File: src/sv/sbq_pkg.sv
// Shared definitions for the segmented byte queue: sizes, action codes,
// result and memory-request structs, and the pointer wrap function.
// No dependencies.
package sbq_pkg;

    // Store and request sizing
    localparam int STORE_DEPTH = 1024;
    localparam int MAX_REQUEST = 64;
    localparam int PTR_W       = $clog2(STORE_DEPTH);
    localparam int CNT_W       = $clog2(STORE_DEPTH + 1);
    localparam int REQ_W       = 7;
    localparam int BYTE_W      = 8;
    localparam int ENTRY_W     = BYTE_W + 1;
    localparam int SUM_W       = CNT_W + REQ_W;

    // Stream packing
    localparam int IN_TDATA_W    = ((BYTE_W + REQ_W + 7) / 8) * 8;
    localparam int OUT_PAYLOAD_W = BYTE_W + 2 * CNT_W;
    localparam int OUT_TDATA_W   = ((OUT_PAYLOAD_W + 7) / 8) * 8;
    localparam int OUT_TUSER_W   = 2;
    localparam int TUSER_VALID   = 0;
    localparam int TUSER_REFUSED = 1;

    typedef enum logic [1:0] {
        ACT_ENQUEUE = 2'd0,
        ACT_DEQUEUE = 2'd1,
        ACT_PEEK    = 2'd2,
        ACT_DROP    = 2'd3
    } t_action;

    // One result item as produced by the sequencer
    typedef struct packed {
        logic [BYTE_W-1:0] out_byte;
        logic              byte_valid;
        logic              last;
        logic              refused;
        logic [CNT_W-1:0]  bytes_queued;
        logic [CNT_W-1:0]  buffers_queued;
    } t_result;

    // Write and read request toward the byte store
    typedef struct packed {
        logic               we;
        logic [PTR_W-1:0]   waddr;
        logic [ENTRY_W-1:0] wdata;
        logic               re;
        logic [PTR_W-1:0]   raddr;
    } t_mem_req;

    // Advance a store pointer with wrap at the last entry
    function automatic logic [PTR_W-1:0] ptr_next(input logic [PTR_W-1:0] p);
        return (p == PTR_W'(STORE_DEPTH - 1)) ? '0 : p + 1'b1;
    endfunction

endpackage

File: src/sv/sbq_seq.sv
// Sequencer of the segmented byte queue: pointers, byte and buffer counts,
// request walk over the store with one read in flight per result.
// Depends on sbq_pkg.
module sbq_seq (
    input  logic                       i_clk,
    input  logic                       i_rst_n,
    input  logic                       i_in_valid,
    output logic                       o_in_ready,
    input  sbq_pkg::t_action           i_action,
    input  logic [sbq_pkg::BYTE_W-1:0] i_data_byte,
    input  logic                       i_ends_buffer,
    input  logic [sbq_pkg::REQ_W-1:0]  i_request_count,
    input  logic                       i_out_free,
    output sbq_pkg::t_mem_req          o_mem,
    input  logic [sbq_pkg::ENTRY_W-1:0] i_rd_data,
    output logic                       o_res_valid,
    output sbq_pkg::t_result           o_res
);
    import sbq_pkg::*;

    typedef enum logic {
        S_IDLE,
        S_MOVE
    } t_state;

    t_state           r_state;
    logic [PTR_W-1:0] r_wr_ptr;
    logic [PTR_W-1:0] r_rd_ptr;
    logic [PTR_W-1:0] r_cur;
    logic [CNT_W-1:0] r_bytes;
    logic [CNT_W-1:0] r_bufs;
    logic [REQ_W-1:0] r_issue;
    logic [REQ_W-1:0] r_left;
    logic             r_give;
    logic             r_take;
    logic             r_pend;

    logic             accept;
    logic             is_enq;
    logic             full;
    logic             store_wr;
    logic [REQ_W-1:0] req_sat;
    logic [REQ_W-1:0] req_fit;
    logic             load;
    logic             issue;
    logic [CNT_W-1:0] n_bytes;
    logic [CNT_W-1:0] n_bufs;

    // Accept only when idle and the result slot can take an immediate result
    assign o_in_ready = (r_state == S_IDLE) && i_out_free;

    // Decode the incoming item and size the request
    always_comb begin
        accept   = i_in_valid && o_in_ready;
        is_enq   = (i_action == ACT_ENQUEUE);
        full     = (r_bytes == CNT_W'(STORE_DEPTH));
        store_wr = accept && is_enq && !full;
        req_sat  = (i_request_count > REQ_W'(MAX_REQUEST)) ? REQ_W'(MAX_REQUEST)
                                                            : i_request_count;
        req_fit  = (SUM_W'(r_bytes) < SUM_W'(req_sat)) ? REQ_W'(r_bytes) : req_sat;
    end

    // Walk control: drain read data into the result slot, keep one read ahead
    always_comb begin
        load  = (r_state == S_MOVE) && r_pend && i_out_free;
        issue = (r_state == S_MOVE) && (r_issue != '0) && (!r_pend || load);
    end

    // Next counts for the result being produced this cycle
    always_comb begin
        n_bytes = r_bytes;
        n_bufs  = r_bufs;
        if (store_wr) begin
            n_bytes = r_bytes + 1'b1;
            n_bufs  = r_bufs + CNT_W'(i_ends_buffer);
        end else if (load && r_take) begin
            n_bytes = r_bytes - 1'b1;
            if (i_rd_data[BYTE_W] && (r_bufs != '0)) begin
                n_bufs = r_bufs - 1'b1;
            end
        end
    end

    // Store requests
    always_comb begin
        o_mem.we    = store_wr;
        o_mem.waddr = r_wr_ptr;
        o_mem.wdata = {i_ends_buffer, i_data_byte};
        o_mem.re    = issue;
        o_mem.raddr = r_cur;
    end

    // Result toward the output register
    always_comb begin
        o_res_valid          = load || (accept && (is_enq || (req_fit == '0)));
        o_res.out_byte       = (load && r_give) ? i_rd_data[BYTE_W-1:0] : '0;
        o_res.byte_valid     = load && r_give;
        o_res.last           = load ? (r_left == REQ_W'(1)) : 1'b1;
        o_res.refused        = accept && is_enq && full;
        o_res.bytes_queued   = n_bytes;
        o_res.buffers_queued = n_bufs;
    end

    // State, pointers and counts
    always_ff @(posedge i_clk) begin
        if (!i_rst_n) begin
            r_state  <= S_IDLE;
            r_wr_ptr <= '0;
            r_rd_ptr <= '0;
            r_cur    <= '0;
            r_bytes  <= '0;
            r_bufs   <= '0;
            r_issue  <= '0;
            r_left   <= '0;
            r_give   <= 1'b0;
            r_take   <= 1'b0;
            r_pend   <= 1'b0;
        end else begin
            r_bytes <= n_bytes;
            r_bufs  <= n_bufs;
            r_pend  <= issue || (r_pend && !load);
            if (store_wr) begin
                r_wr_ptr <= ptr_next(r_wr_ptr);
            end
            unique case (r_state)
                S_IDLE: begin
                    if (accept && !is_enq && (req_fit != '0)) begin
                        r_state <= S_MOVE;
                        r_issue <= req_fit;
                        r_left  <= req_fit;
                        r_cur   <= r_rd_ptr;
                        r_give  <= (i_action == ACT_DEQUEUE) || (i_action == ACT_PEEK);
                        r_take  <= (i_action == ACT_DEQUEUE) || (i_action == ACT_DROP);
                    end
                end
                S_MOVE: begin
                    if (issue) begin
                        r_cur   <= ptr_next(r_cur);
                        r_issue <= r_issue - 1'b1;
                    end
                    if (load) begin
                        r_left <= r_left - 1'b1;
                        // final byte: commit the read pointer for removals
                        if (r_left == REQ_W'(1)) begin
                            r_state <= S_IDLE;
                            if (r_take) begin
                                r_rd_ptr <= r_cur;
                            end
                        end
                    end
                end
                default: r_state <= S_IDLE;
            endcase
        end
    end

endmodule

File: config.mk
export PLATFORM = sky130hd
export DESIGN_NAME = sbq_seq
export DESIGN_NICKNAME = d
export VERILOG_FILES = /design/src/sv/sbq_pkg.sv /design/src/sv/sbq_seq.sv
export SDC_FILE = /design/constraint.sdc
export NUM_CORES = 1
export LEC_CHECK = 0
export BUFFER_PORTS_ARGS = -buffer_cell sky130_fd_sc_hd__buf_2
export CORE_UTILIZATION = 35
export DETAILED_ROUTE_END_ITERATION = 6
export GPL_TIMING_DRIVEN = 0
export PLACE_DENSITY = 0.68
export RECOVER_POWER = 100
export SYNTH_ARGS = -nofsm -noshare
export SYNTH_HDL_FRONTEND = slang
export SYNTH_SLANG_ARGS = --single-unit
File: constraint.sdc
create_clock -name i_clk -period 2.3 [get_ports i_clk]
set_clock_uncertainty 0.15 [all_clocks]
set_input_delay 0.23 -clock i_clk [delete_from_list [all_inputs] [get_ports i_clk]]
set_output_delay 0.23 -clock i_clk [all_outputs]
set_load 0.01 [all_outputs]
==> impl_metrics.yaml <==
grt:
  global_route.peak_usage_layer: "met2"
  globalRouteTotalUtil_pct: 21.5
  first_global_vias: 4556
  globalRouteMet1Util_pct: 26.8
  global_route_wire_length_before_repair_mm: 22.6
  grt-ovfl-total: 0
  gr-usage-met3_pct: 4.31
  globalRouteMet2Util_pct: 37.1
  largest_net_degree_at_the_start_of_global_routing: 13
  grt_antenna_before_repair: 0
die:
  dieArea_um2: 13500
  die_y_um: 116
  die_x_um: 116
  initial_utilization_pct: 36.0
  io_pins: 97
  rows: 41
  placeableCoreArea_um2: 12700
final_layout:
  layout-area-overhead-vs-synth_pct: 56.7
  finalNonFillerCells: 895
  finish.net_count: 769
  drive_gt1_share_pct: 43.2
  fin_util_pct: 56.4
  final_design_area_no_fill_um2: 7150
  diodes_inserted: 0
route:
  vias: 5112
  avgRoutedWirePerCell_um: 18.8
  wirelength_mm: 16.9
  detail_route.drc_violations: 3
  route.antenna.remaining_nets: 0
  first_pass_iters: 7
  first_iter_violations: 451
  post_drt_via_cell_ratio: 5.71
yosys:
  post_syn_nets: 599
  synth_edf_count: 0
  syn-mean-instance-area_um2: 8.32
  synth.yosys.seq_area_share_pct: 30.7
  most_used_standard_cell_by_instance_count_after_synthesis: "dfxtp_1"
  synth.yosys.warnings: 0
  synth_ff_type: "dfxtp_1"
  syn-cell-area_um2: 4560
  synth_top_cell_area_share_pct: 30.7
  synthDistinctLibCells: 73
  post-synth-top-area-cell: "dfxtp_1"
  synthTopCellsByArea: "dfxtp_1, ha_1, nor2_1, mux2i_1, xnor2_1"
  synthesis.instances: 548
  synth_async_sr_flop_share_pct: 0
  synth_top_cells_by_count: "dfxtp_1, nor2_1, nand2_1"
  total_of_flip_flops_plus_latches_after_synthesis: 70
clock_network:
  ctsLongestPathBuffers: 2
  clock_buffers_created_by_tritoncts: 9
  insertion_delay_ps: 340
  clock_root_buffer: "clkbuf_16"
  clk_transition_reported_paths_ps: 60
  clock-sinks: 70
  cts_max_level: 3
  tritoncts: "built"
worst_setup_path:
  r2r_slack_ps: -170
  r2r_start: "r_bytes[4]"
  critPathMaxFanout: 4
  timing.reg2reg.worst_path_depth: 9
  critPathLaunchType: "register"
  crit_arrival_ps: 2300
  critical_setup_path_kind: "reg2out"
  reg_to_reg_critical_path_endpoint: "r_left[1]"
  timing.critical_path.required_ps: 1920
  cp-end-kind: "output port"
timing:
  clock.fmax_mhz: 373
  finalMaxSlewViolations: 0
  finalWorstSetupSlack_ps: -378
  timing.hold.ws_ps: 46.1
  period_share_pct: 116
  finalCriticalPeriod_ps: 2680
  slew_headroom_pct: 51.7
  report.final.setup_viol: 48
  grt_setup_unrepaired: "true"
  finalHoldViolations: 0
  worstMarginPinSlew_ps: 724
flow_run:
  max_cap_violations: 0
power_and_ir_drop:
  cellLeakagePower_nw: 2.90
  cellPowerDensity_nw_per_um2: 463
  ir_worst_vdd_mv: 0.411
hold_path:
  worstHoldStart: "i_rst_n"
  worst_hold_path.num_cells: 3
  holdCritPathClass: "in2reg"
  min_to: "r_bufs[9]"
status:
  outcome: "finished with violations"
  failed_checks: "DRC, setup timing"
placement:
  portBuffers: 88
  placed_cell_area_um2: 5260
  detailed_place_hpwl_mm: 9.58
  gpl.final_weighted_congestion: 0.869
  dp.cells: 808
==> worst max-delay path by stage <==
stage	from	endpoint	cells past startpoint
after global placement	r_bytes[0]	o_res[7]	11
after CTS	r_bufs[3]	o_res[9]	8
after detailed placement	r_bytes[0]	o_res[11]	11
after floorplan	r_bytes[0]	o_res[7]	10
after global routing	r_bytes[1]	o_res[16]	9
final	r_bytes[1]	o_res[16]	9
==> where the power goes <==
part           switching [mW]  total, mW  leakage [nW]  internal, mW
Sequential            0.00858       1.22         0.573          1.21
Combinational           0.194      0.334          2.14         0.140
Clock                   0.552       1.76         0.180          1.20
Total                   0.754       3.31          2.90          2.56
==> layer usage <==
metal | wire [µm] | vias up
met3 | 1220 | 53
met1 | 6580 | 2467
met4 | 563 | 0
met5 | 0 | -
li1 | - | 2311
met2 | 8510 | 281
==> cell usage in the layout (no fill, tap or decap), types with 5 or more instances in the layout <==
cell type and count:
inv_1 18, clkbuf_16 10, xnor2_1 11, nor2_1 54, nor3_1 12, mux2i_1 16
xor2_1 9, a21oi_2 11, nand2_1 37, dfxtp_2 8, nand3_1 15, nor4_4 5
dfxtp_4 6, ha_4 5, xnor2_2 9, buf_12 6, o21ai_2 9, nand4_1 10
a21oi_1 19, buf_4 56, buf_6 26, ha_1 14, and2_1 21, dfxtp_1 56
and3_1 20, o21ai_1 15, a31oi_4 5, buf_2 57, clkbuf_1 46
==> registers in the layout (all words and copies together) (netlist names) <==
name / cells
r_wr_ptr: 10
r_state: 1
r_give: 1
r_left: 7
r_cur: 10
r_bufs: 11
r_pend: 1
r_issue: 7
r_bytes: 11
r_rd_ptr: 10
r_take: 1
==> metrics by stage <==
stage | setup TNS, ps | power, mW | worst slack, ps
3_5_place_dp | -13850 | 1.47 | -468
2_1_floorplan | 0 | 1.39 | 0.571
4_1_cts | -3670 | 3.25 | -274
3_3_place_gp | -11020 | 1.46 | -451
6_report | -7200 | 3.31 | -378
5_1_grt | -10230 | 3.38 | -494
==> area by class of cell <==
cell class	count	area (µm²)
timing repair inverter	1	11.3
buffer	35	262
clock buffer	11	243
multi-input combinational	417	3650
clock inverter	5	129
fill	1053	5520
tap	172	215
sequential	70	1430
inverter	25	106
timing repair buffer	159	1100
==> what timing repair did <==
action	in CTS	in global routing
hold buffers	0	0
endpoints found under the setup margin	68	62
pin swaps	53	63
setup buffers	38	32
resized for setup	124	104
cloned	3	1
==> worst max-delay path, cell delays in order (launching register included) <==
cell     delay, ps
dfxtp_4        390
inv_4           60
ha_4           180
and2_4         160
nand4_4        140
nand2_8        100
buf_12         140
o41ai_4        290
xor2_1         310
buf_2          190
==> kinds of logic (layout without fill, tap and decap cells) <==
kind of cell | Yosys count | count (layout) | synth area share [%]
AND/OR/NAND/NOR | 224 | 224 | 26.4
AO/OA/AOI/OAI | 124 | 124 | 20.8
flip-flops | 70 | 70 | 30.7
buffers and inverters | 61 | 236 | 6.61
XOR/XNOR | 30 | 30 | 5.76
adder cells (fa/ha/maj) | 20 | 20 | 5.49
multiplexers | 19 | 19 | 4.20
Power figures use the tool's default switching activity.
